### src/rtl/hapid_pkg.sv
// Shared types, constants and helper functions for the heading PID core.
`timescale 1ns / 1ps

package hapid_pkg;

  // Configuration register indexes (word address = index * 4)
  typedef enum logic [2:0] {
    CFG_PROP_GAIN  = 3'd0,
    CFG_INTEG_GAIN = 3'd1,
    CFG_DERIV_GAIN = 3'd2,
    CFG_INTEG_LIM  = 3'd3,
    CFG_STEP_LIM   = 3'd4,
    CFG_OUT_LIM    = 3'd5
  } cfg_idx_t;

  localparam int unsigned APB_ADDR_W = 5;

  // Register reset values
  localparam logic [23:0] PROP_GAIN_RST  = 24'd131072;
  localparam logic [23:0] INTEG_GAIN_RST = 24'd1311;
  localparam logic [23:0] DERIV_GAIN_RST = 24'd98304;
  localparam logic [26:0] INTEG_LIM_RST  = 27'd65536;
  localparam logic [23:0] STEP_LIM_RST   = 24'd0;
  localparam logic [23:0] OUT_LIM_RST    = 24'd39322;

  // Angle and loop constants (Q16.16 / Q9.16)
  localparam logic signed [25:0] HALF_TURN    = 26'sd11796480;
  localparam logic signed [25:0] FULL_TURN    = 26'sd23592960;
  localparam logic [23:0]        DEADBAND     = 24'd13107;
  localparam logic [23:0]        DEFAULT_STEP = 24'd13107;
  localparam logic [24:0]        DECAY_COEF   = 25'd64225;
  // ceil(2^32 / 250): x * RECIP_250 >> 32 == floor(x / 250) for x < 2^24
  localparam logic [24:0]        RECIP_250    = 25'd17179870;
  localparam logic [23:0]        HALF_RATE    = 24'd125;

  localparam logic signed [41:0] SAT_MAX = 42'sd2147483647;
  localparam logic signed [41:0] SAT_MIN = -42'sd2147483648;

  typedef struct packed {
    logic [23:0] prop_gain;
    logic [23:0] integ_gain;
    logic [23:0] deriv_gain;
    logic [26:0] integral_limit;
    logic [23:0] step_limit;
    logic [23:0] output_limit;
  } cfg_regs_t;

  // Operand selection for the shared multiplier
  typedef enum logic [1:0] {
    MS_UPDATE = 2'd0,  // integral decay or error / 250
    MS_PROP   = 2'd1,
    MS_DERIV  = 2'd2,
    MS_INTEG  = 2'd3
  } mul_sel_t;

  typedef enum logic [3:0] {
    ST_IDLE,
    ST_ERR,
    ST_MUL_UPD,
    ST_INTEG,
    ST_MUL_DERIV,
    ST_MUL_INTEG,
    ST_ACC_LAST,
    ST_RATE,
    ST_DONE
  } state_t;

  typedef struct packed {
    logic     capture;     // latch the request fields
    logic     calc_err;    // wrapped heading error and derivative inputs
    logic     calc_deriv;  // derivative term
    logic     mul_en;      // load the product register
    mul_sel_t mul_sel;
    logic     upd_integ;   // write the integral sum
    logic     acc_first;   // first gain term into the drive sum
    logic     acc_add;     // add next gain term
    logic     calc_delta;  // rate-limited change
    logic     finish;      // load result, update history
  } ctrl_cmd_t;

  // Saturate to the signed 32-bit range
  function automatic logic signed [31:0] sat32(input logic signed [41:0] v);
    logic signed [41:0] r;
    r = v;
    if (v > SAT_MAX) r = SAT_MAX;
    else if (v < SAT_MIN) r = SAT_MIN;
    return r[31:0];
  endfunction

  // Symmetric clamp against a non-negative limit
  function automatic logic signed [41:0] clamp_sym(input logic signed [41:0] v,
                                                   input logic [26:0] lim);
    logic signed [41:0] l;
    l = $signed({15'b0, lim});
    if (v > l) return l;
    else if (v < -l) return -l;
    else return v;
  endfunction

endpackage

### src/rtl/hapid_ctrl.sv
// Sequencing state machine for the heading PID core.
`timescale 1ns / 1ps

module hapid_ctrl (
  input  logic                  clk,
  input  logic                  rst,
  input  logic                  sample_valid,
  output logic                  sample_ready,
  output logic                  drive_valid,
  input  logic                  drive_ready,
  output hapid_pkg::ctrl_cmd_t  cmd
);

  hapid_pkg::state_t state, state_next;
  logic              out_free;

  // Result slot can take a new value this cycle
  assign out_free = !drive_valid || drive_ready;

  always_ff @(posedge clk) begin
    if (rst) state <= hapid_pkg::ST_IDLE;
    else     state <= state_next;
  end

  // Next state; the integral term is summed before the derivative term
  always_comb begin
    state_next = state;
    unique case (state)
      hapid_pkg::ST_IDLE:      if (sample_valid) state_next = hapid_pkg::ST_ERR;
      hapid_pkg::ST_ERR:       state_next = hapid_pkg::ST_MUL_UPD;
      hapid_pkg::ST_MUL_UPD:   state_next = hapid_pkg::ST_INTEG;
      hapid_pkg::ST_INTEG:     state_next = hapid_pkg::ST_MUL_INTEG;
      hapid_pkg::ST_MUL_INTEG: state_next = hapid_pkg::ST_MUL_DERIV;
      hapid_pkg::ST_MUL_DERIV: state_next = hapid_pkg::ST_ACC_LAST;
      hapid_pkg::ST_ACC_LAST:  state_next = hapid_pkg::ST_RATE;
      hapid_pkg::ST_RATE:      state_next = hapid_pkg::ST_DONE;
      hapid_pkg::ST_DONE:      if (out_free) state_next = hapid_pkg::ST_IDLE;
      default:                 state_next = hapid_pkg::ST_IDLE;
    endcase
  end

  // Command outputs
  always_comb begin
    cmd          = '0;
    cmd.mul_sel  = hapid_pkg::MS_UPDATE;
    sample_ready = 1'b0;
    unique case (state)
      hapid_pkg::ST_IDLE: begin
        sample_ready = 1'b1;
        cmd.capture  = sample_valid;
      end
      hapid_pkg::ST_ERR: cmd.calc_err = 1'b1;
      hapid_pkg::ST_MUL_UPD: begin
        cmd.calc_deriv = 1'b1;
        cmd.mul_en     = 1'b1;
        cmd.mul_sel    = hapid_pkg::MS_UPDATE;
      end
      hapid_pkg::ST_INTEG: begin
        cmd.upd_integ = 1'b1;
        cmd.mul_en    = 1'b1;
        cmd.mul_sel   = hapid_pkg::MS_PROP;
      end
      hapid_pkg::ST_MUL_INTEG: begin
        cmd.acc_first = 1'b1;
        cmd.mul_en    = 1'b1;
        cmd.mul_sel   = hapid_pkg::MS_INTEG;
      end
      hapid_pkg::ST_MUL_DERIV: begin
        cmd.acc_add = 1'b1;
        cmd.mul_en  = 1'b1;
        cmd.mul_sel = hapid_pkg::MS_DERIV;
      end
      hapid_pkg::ST_ACC_LAST: cmd.acc_add    = 1'b1;
      hapid_pkg::ST_RATE:     cmd.calc_delta = 1'b1;
      hapid_pkg::ST_DONE:     cmd.finish     = out_free;
      default: ;
    endcase
  end

  // Result valid flag
  always_ff @(posedge clk) begin
    if (rst)              drive_valid <= 1'b0;
    else if (cmd.finish)  drive_valid <= 1'b1;
    else if (drive_ready) drive_valid <= 1'b0;
  end

endmodule

### config.mk
export PLATFORM = sky130hd
export DESIGN_NAME = hapid_ctrl
export DESIGN_NICKNAME = d
export VERILOG_FILES = /design/src/rtl/hapid_pkg.sv /design/src/rtl/hapid_ctrl.sv
export SDC_FILE = /design/constraint.sdc
export NUM_CORES = 1
export LEC_CHECK = 0
export ABC_AREA = 1
export ABC_CLOCK_PERIOD_IN_PS = 1100
export BUFFER_PORTS_ARGS = -buffer_cell sky130_fd_sc_hd__buf_2
export CAP_MARGIN = 20
export CORE_AREA = 2 2 39 41
export CTS_BUF_LIST = sky130_fd_sc_hd__clkbuf_2
export CTS_CLUSTER_DIAMETER = 40
export DETAILED_ROUTE_END_ITERATION = 8
export DIE_AREA = 0 0 41 43
export PLACE_DENSITY = 0.51
export SLEW_MARGIN = 5
export SYNTH_ARGS = -nofsm -noshare
export SYNTH_HDL_FRONTEND = slang
export SYNTH_SLANG_ARGS = --single-unit
### constraint.sdc
create_clock -name clk -period 1.1 [get_ports clk]
set_clock_uncertainty 0.2 [all_clocks]
set_input_delay 0.055 -clock clk [delete_from_list [all_inputs] [get_ports clk]]
set_output_delay 0.055 -clock clk [all_outputs]
set_load 0.02 [all_outputs]
==> summary.txt <==
Yosys
  • Cells after Synth: 58
  • Count of cell types in the netlist: 8
  • Register area share after synthesis: 31.37%
  • #FFs+latches synth: 5
  • Mapped cell area: roughly 320 um^2
  • Mapped Nets: 62
  • Yosys warning count: 0
  • Avg Cell Area, Syn: about 5.5 um^2

Timing
  • Worst slew pin tran: about 0.21 ns
  • Hold_ws: -0.02762 ns
  • Rel. slew slack: 86.05%
  • Fin crit share: 124.4%
  • Final setup viols: 17
  • Setup WS post-layout: -0.2685 ns
  • RSZ-0062 raised after global routing: yes
  • Fmax: around 730 MHz
  • Final hold viol count: 2
  • Final Max Slew Viols: 0
  • Min Tclk post-route: 1.368 ns

Detailed routing
  • Routed WL: 837 um
  • Drt wl/cell: 8.541 um
  • Drt first pass iters: 3
  • # DRC: 0
  • Iteration-0 DRC Markers: 1
  • Routed vias/inst: around 4.1
  • Post-route ant nets: 0
  • Vias: ~400

Finish
  • Area of the multi-input gates: 221.5 um^2
  • Area grow syn2layout: 92.55%
  • FF+latch area: around 110 um^2
  • Inserted Diodes: 0
  • Final Cell Area: 614.3 um^2
  • Final nets: 87
  • Share of cells above drive strength 1: 59.76%
  • Fill count: between 100 and 150

Setup path
  • Worst-path cell chain: nor2_4 -> nand2_1 -> inv_1 -> buf_4
  • Nature of the critical path endpoint: primary output
  • Slowest cell on crit path: dfxtp_4
  • CP arrival: 1.11 ns
  • Worst setup path category: flip-flop to primary output
  • CP max stage delay: 0.36 ns
  • Worst EP required: around 0.84 ns
  • R2R depth: 6
  • Max FO, Critical Path: 7
  • Reg-to-reg startpoint: state[3]
  • R2R Path End: state[0]
  • CP Launch Type: flip-flop
  • R2r setup slk: -0.15 ns

Pwr
  • Pwr/cell area: 1555 nW/um^2
  • P_int: 0.5440 mW
  • Sequential share of power: 26.7%
  • Switching Share: 43.05%
  • Clock power share: 17.5%
  • Maximum VDD drop: approximately 0.60 mV
  • Psw: approximately 0.4 mW
  • Power, Total: 0.9551 mW
  • Gate power share: roughly 56%
  • Leak: ~0.35 nW

Placed design
  • GPL Wtd Cong: 0.6361
  • Placed inst area: 442.9 um^2
  • DP HPWL: 579.3 um
  • Port bufs: 16

GRT
  • Total GRT Usage: 10.26%
  • Vias in the first global route: 307
  • Largest net degree at the start of global routing: 8
  • Total gr overflow: 0
  • Initial antenna violation count: 0
  • First-pass GRT wire length: ~1100 um

CTS
  • CTS clk-pin slew, worst paths: 0.05 ns
  • TritonCTS clock tree: done
  • # hold bufs at CTS: 1
  • # H-tree levels: 1
  • CTS buffer count: 3
  • Skew-Pair Late Insertion Delay: 0.21 ns
  • CTS Buffer Depth: 2
  • TritonCTS Sinks: 5
  • Root Driver: clkbuf_2

Run status
  • Status: finished, violations left
  • Failing checks: hold timing, setup timing

Worst hold path
  • WHS Endpoint: drive_valid
  • Hold WC Path Type: primary input to flip-flop
  • Hold Path Depth: 4
  • Hold_sp: drive_ready

Floorplanning
  • I/O pin count: 17
  • Initial core utilization: 23.06%
  • Die area: roughly 1800 um^2
  • Core area: 1384 um^2
  • Die Y: about 43 um
  • Placement row count: 14
  • Die X: 41 um

Flow run
  • Max_cap viols: 0
## flip-flops by register name, indices dropped and copies added, names as in the netlist
signal and cells:
drive_valid 1, state 4
## timing repair
item / in CTS / in global routing
endpoints found under the setup margin: 17 / 17
resized for setup: 22 / 21
pin swaps: 4 / 10
endpoints found under the hold margin: 5 / 2
buffers inserted: 0 / 3
## worst max-delay path, delay by kind of cell (launching register included)
family / cells / cell delay, ns
DFF: 1 / 0.36
and+or+nand+nor: 2 / 0.33
buffers and inverters: 2 / 0.21
## stage by stage
stage / hold slack (ns) / util, % / worst slack [ns] / TNS (ns) / std cells
after floorplan: -0.08335 / - / -0.03007 / -0.05271 / 58
after global placement: 0.08344 / 32.01 / -0.1048 / -0.8867 / 90
after detailed placement: 0.09272 / 32.01 / -0.1197 / -0.9742 / 90
after CTS: -0.03629 / 38.07 / -0.2611 / -2.901 / 95
after global routing: -0.01282 / 44.39 / -0.3292 / -4.198 / 98
final: -0.02762 / 44.39 / -0.2685 / -3.080 / 98
## layout make-up
type | instances | area share, %
Tap cell | 16 | 3.259
Multi-Input combinational cell | 36 | 36.05
Sequential cell | 5 | 18.53
Inverter | 17 | 10.79
Clock buffer | 4 | 3.259
Timing Repair Buffer | 20 | 28.11
## metal layers
layer	global-route usage [%]	vias to the layer above	part of all wire [%]
met5	0	-	0
met4	12.00	0	0
met3	3.141	0	4.3
met2	14.69	9	55
met1	10.03	176	41
li1	-	214	-
## worst max path at each step
stage | cells past startpoint | end | start
floorplan | 5 | drive_valid | state[0]
global placement | 4 | cmd[5] | state[2]
detailed placement | 5 | cmd[5] | state[2]
CTS | 5 | cmd[5] | state[2]
global route | 4 | cmd[8] | state[3]
finish | 4 | cmd[8] | state[3]
## power groups by stage
stage | logic, mW | registers, mW | clock network [mW]
global placement | 0.371 | 0.236 | 0
global route | 0.588 | 0.259 | 0.183
floorplan | 0.269 | 0.231 | 0
finish | 0.533 | 0.255 | 0.167
CTS | 0.423 | 0.237 | 0.176
detailed placement | 0.370 | 0.237 | 0
## cell usage in the layout (no fill, tap or decap), drive strengths merged
master,Yosys,layout
dfxtp,5,5
nand3,5,5
dlygate4sd3,0,1
nand2,16,16
clkbuf,0,4
buf,0,19
o21ai,1,1
a21oi,2,2
inv,17,17
nor2,12,12
## Yosys cell counts (all sizes together)
| library cell | count | area, um^2 |
|---|---|---|
| inv | 17 | 63.81 |
| nand2 | 16 | 60.06 |
| a21oi | 2 | 10.01 |
| dfxtp | 5 | 100.1 |
| nand3 | 5 | 25.02 |
| o21ai | 1 | 5.000 |
| nor2 | 12 | 55.05 |
## cells by family (layout without fill, tap and decap cells)
family          after synthesis  count (layout)  synth area share [%]
compound gates                3               3                 4.705
buf+inv                      17              41                 20.00
flops                         5               5                 31.37
simple gates                 33              33                 43.92
Note: power is estimated with default switching activity, not from simulation.
