===== src/rtl/hapid_pkg.sv =====
// Shared types, constants and helper functions for the heading PID core.
`timescale 1ns / 1ps

package hapid_pkg;

  // Configuration register indexes (word address = index * 4)
  typedef enum logic [2:0] {
    CFG_PROP_GAIN  = 3'd0,
    CFG_INTEG_GAIN = 3'd1,
    CFG_DERIV_GAIN = 3'd2,
    CFG_INTEG_LIM  = 3'd3,
    CFG_STEP_LIM   = 3'd4,
    CFG_OUT_LIM    = 3'd5
  } cfg_idx_t;

  localparam int unsigned APB_ADDR_W = 5;

  // Register reset values
  localparam logic [23:0] PROP_GAIN_RST  = 24'd131072;
  localparam logic [23:0] INTEG_GAIN_RST = 24'd1311;
  localparam logic [23:0] DERIV_GAIN_RST = 24'd98304;
  localparam logic [26:0] INTEG_LIM_RST  = 27'd65536;
  localparam logic [23:0] STEP_LIM_RST   = 24'd0;
  localparam logic [23:0] OUT_LIM_RST    = 24'd39322;

  // Angle and loop constants (Q16.16 / Q9.16)
  localparam logic signed [25:0] HALF_TURN    = 26'sd11796480;
  localparam logic signed [25:0] FULL_TURN    = 26'sd23592960;
  localparam logic [23:0]        DEADBAND     = 24'd13107;
  localparam logic [23:0]        DEFAULT_STEP = 24'd13107;
  localparam logic [24:0]        DECAY_COEF   = 25'd64225;
  // ceil(2^32 / 250): x * RECIP_250 >> 32 == floor(x / 250) for x < 2^24
  localparam logic [24:0]        RECIP_250    = 25'd17179870;
  localparam logic [23:0]        HALF_RATE    = 24'd125;

  localparam logic signed [41:0] SAT_MAX = 42'sd2147483647;
  localparam logic signed [41:0] SAT_MIN = -42'sd2147483648;

  typedef struct packed {
    logic [23:0] prop_gain;
    logic [23:0] integ_gain;
    logic [23:0] deriv_gain;
    logic [26:0] integral_limit;
    logic [23:0] step_limit;
    logic [23:0] output_limit;
  } cfg_regs_t;

  // Operand selection for the shared multiplier
  typedef enum logic [1:0] {
    MS_UPDATE = 2'd0,  // integral decay or error / 250
    MS_PROP   = 2'd1,
    MS_DERIV  = 2'd2,
    MS_INTEG  = 2'd3
  } mul_sel_t;

  typedef enum logic [3:0] {
    ST_IDLE,
    ST_ERR,
    ST_MUL_UPD,
    ST_INTEG,
    ST_MUL_DERIV,
    ST_MUL_INTEG,
    ST_ACC_LAST,
    ST_RATE,
    ST_DONE
  } state_t;

  typedef struct packed {
    logic     capture;     // latch the request fields
    logic     calc_err;    // wrapped heading error and derivative inputs
    logic     calc_deriv;  // derivative term
    logic     mul_en;      // load the product register
    mul_sel_t mul_sel;
    logic     upd_integ;   // write the integral sum
    logic     acc_first;   // first gain term into the drive sum
    logic     acc_add;     // add next gain term
    logic     calc_delta;  // rate-limited change
    logic     finish;      // load result, update history
  } ctrl_cmd_t;

  // Saturate to the signed 32-bit range
  function automatic logic signed [31:0] sat32(input logic signed [41:0] v);
    logic signed [41:0] r;
    r = v;
    if (v > SAT_MAX) r = SAT_MAX;
    else if (v < SAT_MIN) r = SAT_MIN;
    return r[31:0];
  endfunction

  // Symmetric clamp against a non-negative limit
  function automatic logic signed [41:0] clamp_sym(input logic signed [41:0] v,
                                                   input logic [26:0] lim);
    logic signed [41:0] l;
    l = $signed({15'b0, lim});
    if (v > l) return l;
    else if (v < -l) return -l;
    else return v;
  endfunction

endpackage


===== src/rtl/hapid_cfg.sv =====
// APB configuration register file for the heading PID core.
`timescale 1ns / 1ps

module hapid_cfg (
  input  logic                                clk,
  input  logic                                rst,
  input  logic                                psel,
  input  logic                                penable,
  input  logic                                pwrite,
  input  logic [hapid_pkg::APB_ADDR_W-1:0]    paddr,
  input  logic [31:0]                         pwdata,
  output logic [31:0]                         prdata,
  output logic                                pready,
  output hapid_pkg::cfg_regs_t                cfg
);

  logic       wr_en;
  logic [2:0] reg_idx;

  assign pready  = 1'b1;
  assign wr_en   = psel && penable && pwrite;
  assign reg_idx = paddr[hapid_pkg::APB_ADDR_W-1:2];

  // Register writes; unused indexes are ignored
  always_ff @(posedge clk) begin
    if (rst) begin
      cfg.prop_gain      <= hapid_pkg::PROP_GAIN_RST;
      cfg.integ_gain     <= hapid_pkg::INTEG_GAIN_RST;
      cfg.deriv_gain     <= hapid_pkg::DERIV_GAIN_RST;
      cfg.integral_limit <= hapid_pkg::INTEG_LIM_RST;
      cfg.step_limit     <= hapid_pkg::STEP_LIM_RST;
      cfg.output_limit   <= hapid_pkg::OUT_LIM_RST;
    end else if (wr_en) begin
      unique case (reg_idx)
        hapid_pkg::CFG_PROP_GAIN:  cfg.prop_gain      <= pwdata[23:0];
        hapid_pkg::CFG_INTEG_GAIN: cfg.integ_gain     <= pwdata[23:0];
        hapid_pkg::CFG_DERIV_GAIN: cfg.deriv_gain     <= pwdata[23:0];
        hapid_pkg::CFG_INTEG_LIM:  cfg.integral_limit <= pwdata[26:0];
        hapid_pkg::CFG_STEP_LIM:   cfg.step_limit     <= pwdata[23:0];
        hapid_pkg::CFG_OUT_LIM:    cfg.output_limit   <= pwdata[23:0];
        default: ;
      endcase
    end
  end

  // Read mux
  always_comb begin
    unique case (reg_idx)
      hapid_pkg::CFG_PROP_GAIN:  prdata = {8'b0, cfg.prop_gain};
      hapid_pkg::CFG_INTEG_GAIN: prdata = {8'b0, cfg.integ_gain};
      hapid_pkg::CFG_DERIV_GAIN: prdata = {8'b0, cfg.deriv_gain};
      hapid_pkg::CFG_INTEG_LIM:  prdata = {5'b0, cfg.integral_limit};
      hapid_pkg::CFG_STEP_LIM:   prdata = {8'b0, cfg.step_limit};
      hapid_pkg::CFG_OUT_LIM:    prdata = {8'b0, cfg.output_limit};
      default:                   prdata = 32'd0;
    endcase
  end

endmodule


===== config.mk =====
export PLATFORM = sky130hd
export DESIGN_NAME = hapid_cfg
export DESIGN_NICKNAME = d
export VERILOG_FILES = /design/src/rtl/hapid_pkg.sv /design/src/rtl/hapid_cfg.sv
export SDC_FILE = /design/constraint.sdc
export NUM_CORES = 1
export LEC_CHECK = 0
export BUFFER_PORTS_ARGS = -buffer_cell sky130_fd_sc_hd__buf_2
export CAP_MARGIN = 10
export CELL_PAD_IN_SITES_DETAIL_PLACEMENT = 0
export CELL_PAD_IN_SITES_GLOBAL_PLACEMENT = 1
export CORE_MARGIN = 8
export CORE_UTILIZATION = 37
export DETAILED_ROUTE_END_ITERATION = 8
export PLACE_DENSITY_LB_ADDON = 0.1
export SETUP_SLACK_MARGIN = 0.1
export SKIP_CTS_REPAIR_TIMING = 1
export SLEW_MARGIN = 20
export SYNTH_ARGS = -nofsm -noshare
export SYNTH_HDL_FRONTEND = slang
export SYNTH_SLANG_ARGS = --single-unit

===== constraint.sdc =====
create_clock -name clk -period 1.5 [get_ports clk]
set_input_delay 0.15 -clock clk [delete_from_list [all_inputs] [get_ports clk]]
set_output_delay 0.15 -clock clk [all_outputs]
set_load 0.03 [all_outputs]

==> results of run 1 <==
==> area by class of cell <==
class                           count  area [sq um]
Inverter                            1          3.75
Clock buffer                       18           439
Fill cell                        1838          8830
Multi-Input combinational cell    583          3780
Sequential cell                   147          2990
Tap cell                          234           293
Timing Repair Buffer              308          2160
Clock inverter                     14           203
==> critical path, cell delays in order (launching register included) <==
cell and delay (ps):
dfxtp_2 330, mux2_4 270, a22oi_2 170, buf_4 160
o21ai_2 50, buf_6 140
==> metrics by stage <==
step           hold slack (ps)  setup TNS [ps]  setup slack, ps  instances  total power [uW]
4_1_cts                  -28.2           -4850             -296       1281              9720
3_3_place_gp               418           -3030             -228       1249              5090
6_report                  33.5           -2560             -202       1305              9780
3_5_place_dp               420           -4110             -263       1249              5090
5_1_grt                   36.6           -3760             -245       1305             10100
2_1_floorplan              298               0             42.4        830              4630
==> kinds of logic (layout without fill, tap and decap cells) <==
family	count (synthesis)	after routing	synth area share, %
AO/OA/AOI/OAI	310	310	23.7
AND/OR/NAND/NOR	190	190	14.0
flip-flops	147	147	41.9
buffers and inverters	100	341	8.75
multiplexers	77	77	11.6
other	2	6	0.107
==> worst max-delay path by stage <==
| stage | endpoint | slack, ps | depth (start not counted) |
|---|---|---|---|
| 2_1_floorplan | prdata[10] | 40 | 5 |
| 3_3_place_gp | prdata[3] | -230 | 6 |
| 3_5_place_dp | prdata[8] | -260 | 6 |
| 4_1_cts | prdata[15] | -300 | 5 |
| 5_1_grt | prdata[15] | -250 | 5 |
| 6_report | prdata[15] | -200 | 5 |
==> placed cells by master, fill, tap and decap left out, types with 2 or more instances in the layout <==
| master | count |
|---|---|
| a21oi_1 | 131 |
| a21oi_2 | 2 |
| a221oi_2 | 4 |
| a22oi_1 | 10 |
| a22oi_2 | 13 |
| and3_1 | 3 |
| buf_12 | 19 |
| buf_2 | 182 |
| buf_4 | 88 |
| buf_6 | 16 |
| bufinv_16 | 4 |
| clkbuf_16 | 17 |
| clkinv_4 | 6 |
| conb_1 | 6 |
| dfxtp_1 | 110 |
| dfxtp_2 | 35 |
| dfxtp_4 | 2 |
| dlygate4sd3_1 | 3 |
| inv_6 | 2 |
| mux2_2 | 23 |
| mux2_4 | 13 |
| mux2i_1 | 40 |
| nand2_1 | 3 |
| nand2_2 | 6 |
| nand2_4 | 2 |
| nand2b_2 | 2 |
| nand3_1 | 128 |
| nor2_1 | 33 |
| nor2_4 | 2 |
| nor2b_4 | 2 |
| o21ai_0 | 121 |
| o21ai_1 | 11 |
| o21ai_2 | 7 |
| o221ai_1 | 2 |
| o221ai_2 | 5 |
| o32a_1 | 2 |
==> power groups by stage <==
| stage | registers [uW] | clock network [uW] | logic [uW] |
|---|---|---|---|
| 6_report | 3950 | 4650 | 1170 |
| 5_1_grt | 3960 | 4870 | 1230 |
| 4_1_cts | 3960 | 4710 | 1050 |
| 3_5_place_dp | 4040 | 0 | 1050 |
| 3_3_place_gp | 4040 | 0 | 1050 |
| 2_1_floorplan | 4090 | 0 | 537 |
==> per-layer routing <==
layer  wire length, um  vias up  global-route usage, %
met5                 0        -                      0
met4               350        0                   5.83
met3              2300       26                   6.92
met2             12900      292                   34.8
met1             13300     3544                   32.6
li1                  -     3457                      -
==> reports/qor.csv, run 1 <==
metric;value;unit
diodes;0;
fmax;588;MHz
critPathLaunchType;flip-flop;
synth.area.top_cells;dfxtp_1, a21oi_1, o21ai_0;
syn-cell-area;7030;sq um
finalCritPeriodShare;113;%
report.final.slew_viol_count;0;
r2r_slack;730;ps
switching_share;26.3;%
first_global_vias;7010;
setup_viol;24;
clock_latency;420;ps
die_area;23700;sq um
synth_common_cells;dfxtp_1, a21oi_1, o21ai_0, nand3_1, clkbuf_1;
clock_path_buffers;2;
reg.largest.list;cfg x147;
via_count;7319;
ctsHtreeMaxLevel;4;
synth_top_area_share;41.9;%
worstHoldPathCells;3;
fin_crit;1700;ps
p_seq_share;40.4;%
synthDistinctLibCells;36;
routed_wl;28800;um
crit_fanout;3;
holdPathEnd;cfg[139];
nets;1100;
fin_area;9870;sq um
root_buffer;clkbuf_16;
top_register;cfg;
leakagePower;0.00412;uW
intPower;7200;uW
ir_drop;0.000873;V
yosys.area.top_type;dfxtp_1;
status;complete, but fails checks;
violations;setup timing;
yosysSeqAreaShare;41.9;%
synth.most_common_cell;dfxtp_1;
rsz0062_at_grt;yes;
cts_tree;done;
drc;0;
gp_congestion;0.866;
synth-seq-cells;147;
start_util;37.6;%
drive_gt1_share;43.2;%
ant_nets;0;
r2r_end;cfg[71];
finalClockSkew;0;ps
dr.pass1.iters;5;
cts_buffers;17;
grt_first_pass_wirelength;43300;um
critPathRequiredTime;1350;ps
cts_sinks;147;
design.portCount;222;
largest_reg_flops;147;
die_h;154;um
io_buffers;208;
hold_viol;0;
die_width;154;um
ys_async_sr_fraction;0;%
first_iter_violations;509;
worst-setup-path-type;flip-flop to output pin;
hp-class;input port to flip-flop;
hold_start;pwdata[16];
dpl.hpwl;20500;um
p_comb_share;12.0;%
critPathArrivalTime;1550;ps
startpoint;cfg[138];
syn_inst;826;
setup_slack;-202;ps
yosys_warnings;0;
wl_per_cell;22.1;um
r2r-start;cfg[71];
core-area;18700;sq um
cap_violations;0;
area_growth;40.4;%
p_per_area;990;nW/um^2
power_switching;2570;uW
synth_flop_cell;dfxtp_1;
synth_edf_count;0;
grt.total_usage;23.4;%
post_dp_cell_area;8600;sq um
viasPerCell;5.61;
rr_worst_depth;2;
clkTransAtPathRegs;70;ps
grt-ovfl-total;0;
rows;50;
clkPwrFrac;47.6;%
finish.utilization;52.8;%
end_kind;output pin;
syn_area_per_cell;8.51;sq um
grt_antenna_before_repair;0;
grt_max_degree;71;
Power figures use the tool's default switching activity.
==> inputs of run 2 (changes only) <==
--- a/config.mk
+++ b/config.mk
@@ -9,6 +9,7 @@
 export CAP_MARGIN = 10
 export CELL_PAD_IN_SITES_DETAIL_PLACEMENT = 0
 export CELL_PAD_IN_SITES_GLOBAL_PLACEMENT = 1
+export CORE_ASPECT_RATIO = 1.2
 export CORE_MARGIN = 8
 export CORE_UTILIZATION = 37
 export DETAILED_ROUTE_END_ITERATION = 8
==> constraint.sdc (replaced) <==
create_clock -name clk -period 1.6 [get_ports clk]
set_input_delay 0.16 -clock clk [delete_from_list [all_inputs] [get_ports clk]]
set_output_delay 0.16 -clock clk [all_outputs]
set_load 0.03 [all_outputs]
==> reports/qor.csv, run 2 (same netlist as run 1, synthesis figures left out) <==
metric;value;unit
finalCritPeriodShare;104;%
setup_slack;-63.0;ps
largest_reg_flops;147;
wl_per_cell;22.1;um
first_iter_violations;504;
top_layer;met4;
top_register;cfg;
hp-class;input port to flip-flop;
end_kind;output pin;
cts_buffers;17;
drive_gt1_share;44.2;%
grt-ovfl-total;0;
dr_wl_met2;14500;um
fin_crit;1660;ps
nets;1074;
rows;55;
dr.pass1.iters;4;
r2r_end;cfg[113];
rsz0062_at_grt;yes;
clock_path_buffers;2;
ctsHtreeMaxLevel;4;
dpl.hpwl;19900;um
status;complete, but fails checks;
area_growth;38.3;%
critPathArrivalTime;1500;ps
cap_violations;0;
routed_wl;28800;um
fmax;601;MHz
r2r_slack;860;ps
via_count;7236;
crit_end;prdata[7];
cts_tree;done;
io_buffers;208;
grt_max_degree;80;
die_h;167;um
grt_first_pass_wirelength;42400;um
layout_commonest_cell;buf_2;
place_inst;1248;
met3WireLength;2400;um
r2r-start;cfg[113];
worst-setup-path-type;flip-flop to output pin;
root_buffer;clkbuf_16;
critPathLaunchType;flip-flop;
die_area;23700;sq um
reg.largest.list;cfg x147;
viasPerCell;5.56;
drc;0;
setup_viol;9;
core-area;18700;sq um
leakagePower;0.00399;uW
p_per_area;904;nW/um^2
clock_latency;420;ps
layout_common_cells;buf_2, a21oi_1, nand3_1, o21ai_0, dfxtp_1;
final_cells;1301;
cts_sinks;147;
violations;setup timing;
rr_worst_depth;3;
crit_fanout;3;
startpoint;cfg[130];
diodes;0;
report.final.slew_viol_count;0;
clkTransAtPathRegs;60;ps
grt_antenna_before_repair;0;
ir_drop;0.000718;V
ant_nets;0;
design.portCount;222;
hold_viol;0;
first_global_vias;6969;
finalClockSkew;0;ps
die_width;142;um
dp_slack;-67.5;ps
finish.utilization;52.0;%
start_util;37.6;%
critPathRequiredTime;1440;ps
wl_met1;11400;um
grt.total_usage;23.2;%
holdWs;32.5;ps
gp_congestion;0.816;
-- run 2: cell count changes in the layout (fill, tap and decap cells not counted), sizes merged --
cell / previous run / this run
buf: 305 / 279
bufinv: 4 / 2
clkbuf: 18 / 19
inv: 2 / 3
-- run 2: per-layer routing --
metal	GRT usage [%]	up-vias
met2	40.2	279
li1	-	3411
met3	7.52	27
met4	6.41	0
met5	0	-
met1	26.8	3519
-- run 2: cell type report --
| type | instances | area (sq um) |
|---|---|---|
| fillers | 1874 | 8990 |
| multi-input cells | 583 | 3870 |
| flip-flops and latches | 147 | 3020 |
| repair buffers | 282 | 1930 |
| clock buffers | 19 | 443 |
| well taps | 256 | 320 |
| clock inverters | 13 | 151 |
| inverters | 1 | 3.75 |
-- run 2: where the power goes --
group          total [uW]  leakage, uW  switching (uW)  internal (uW)
Combinational        1020      0.00249             684            336
Clock                4070     0.000288            1710           2360
Sequential           3710      0.00121            22.0           3690
Total                8800      0.00399            2410           6390
-- run 2: worst min-delay path by stage --
stage | end | start | depth (start not counted)
final | cfg[146] | pwdata[23] | 3
after global routing | cfg[16] | pwdata[16] | 3
after CTS | cfg[72] | pwdata[24] | 3
after detailed placement | cfg[72] | pwdata[24] | 3
after global placement | cfg[72] | pwdata[24] | 3
after floorplan | cfg[0] | pwdata[0] | 2
-- run 2: through the flow --
step / instance area (sq um) / power [uW] / setup TNS [ps]
after floorplan: 7050 / 4340 / 0
after detailed placement: 8440 / 4720 / -338
after global routing: 9730 / 9050 / -977
after CTS: 9030 / 8760 / -1820
final: 9730 / 8800 / -252
after global placement: 8440 / 4720 / -469
-- run 2: critical path, stage by stage (launching register included) --
cell      delay (ps)
dfxtp_2          330
mux2_4           280
a221oi_2         230
a21oi_1           70
buf_4            170
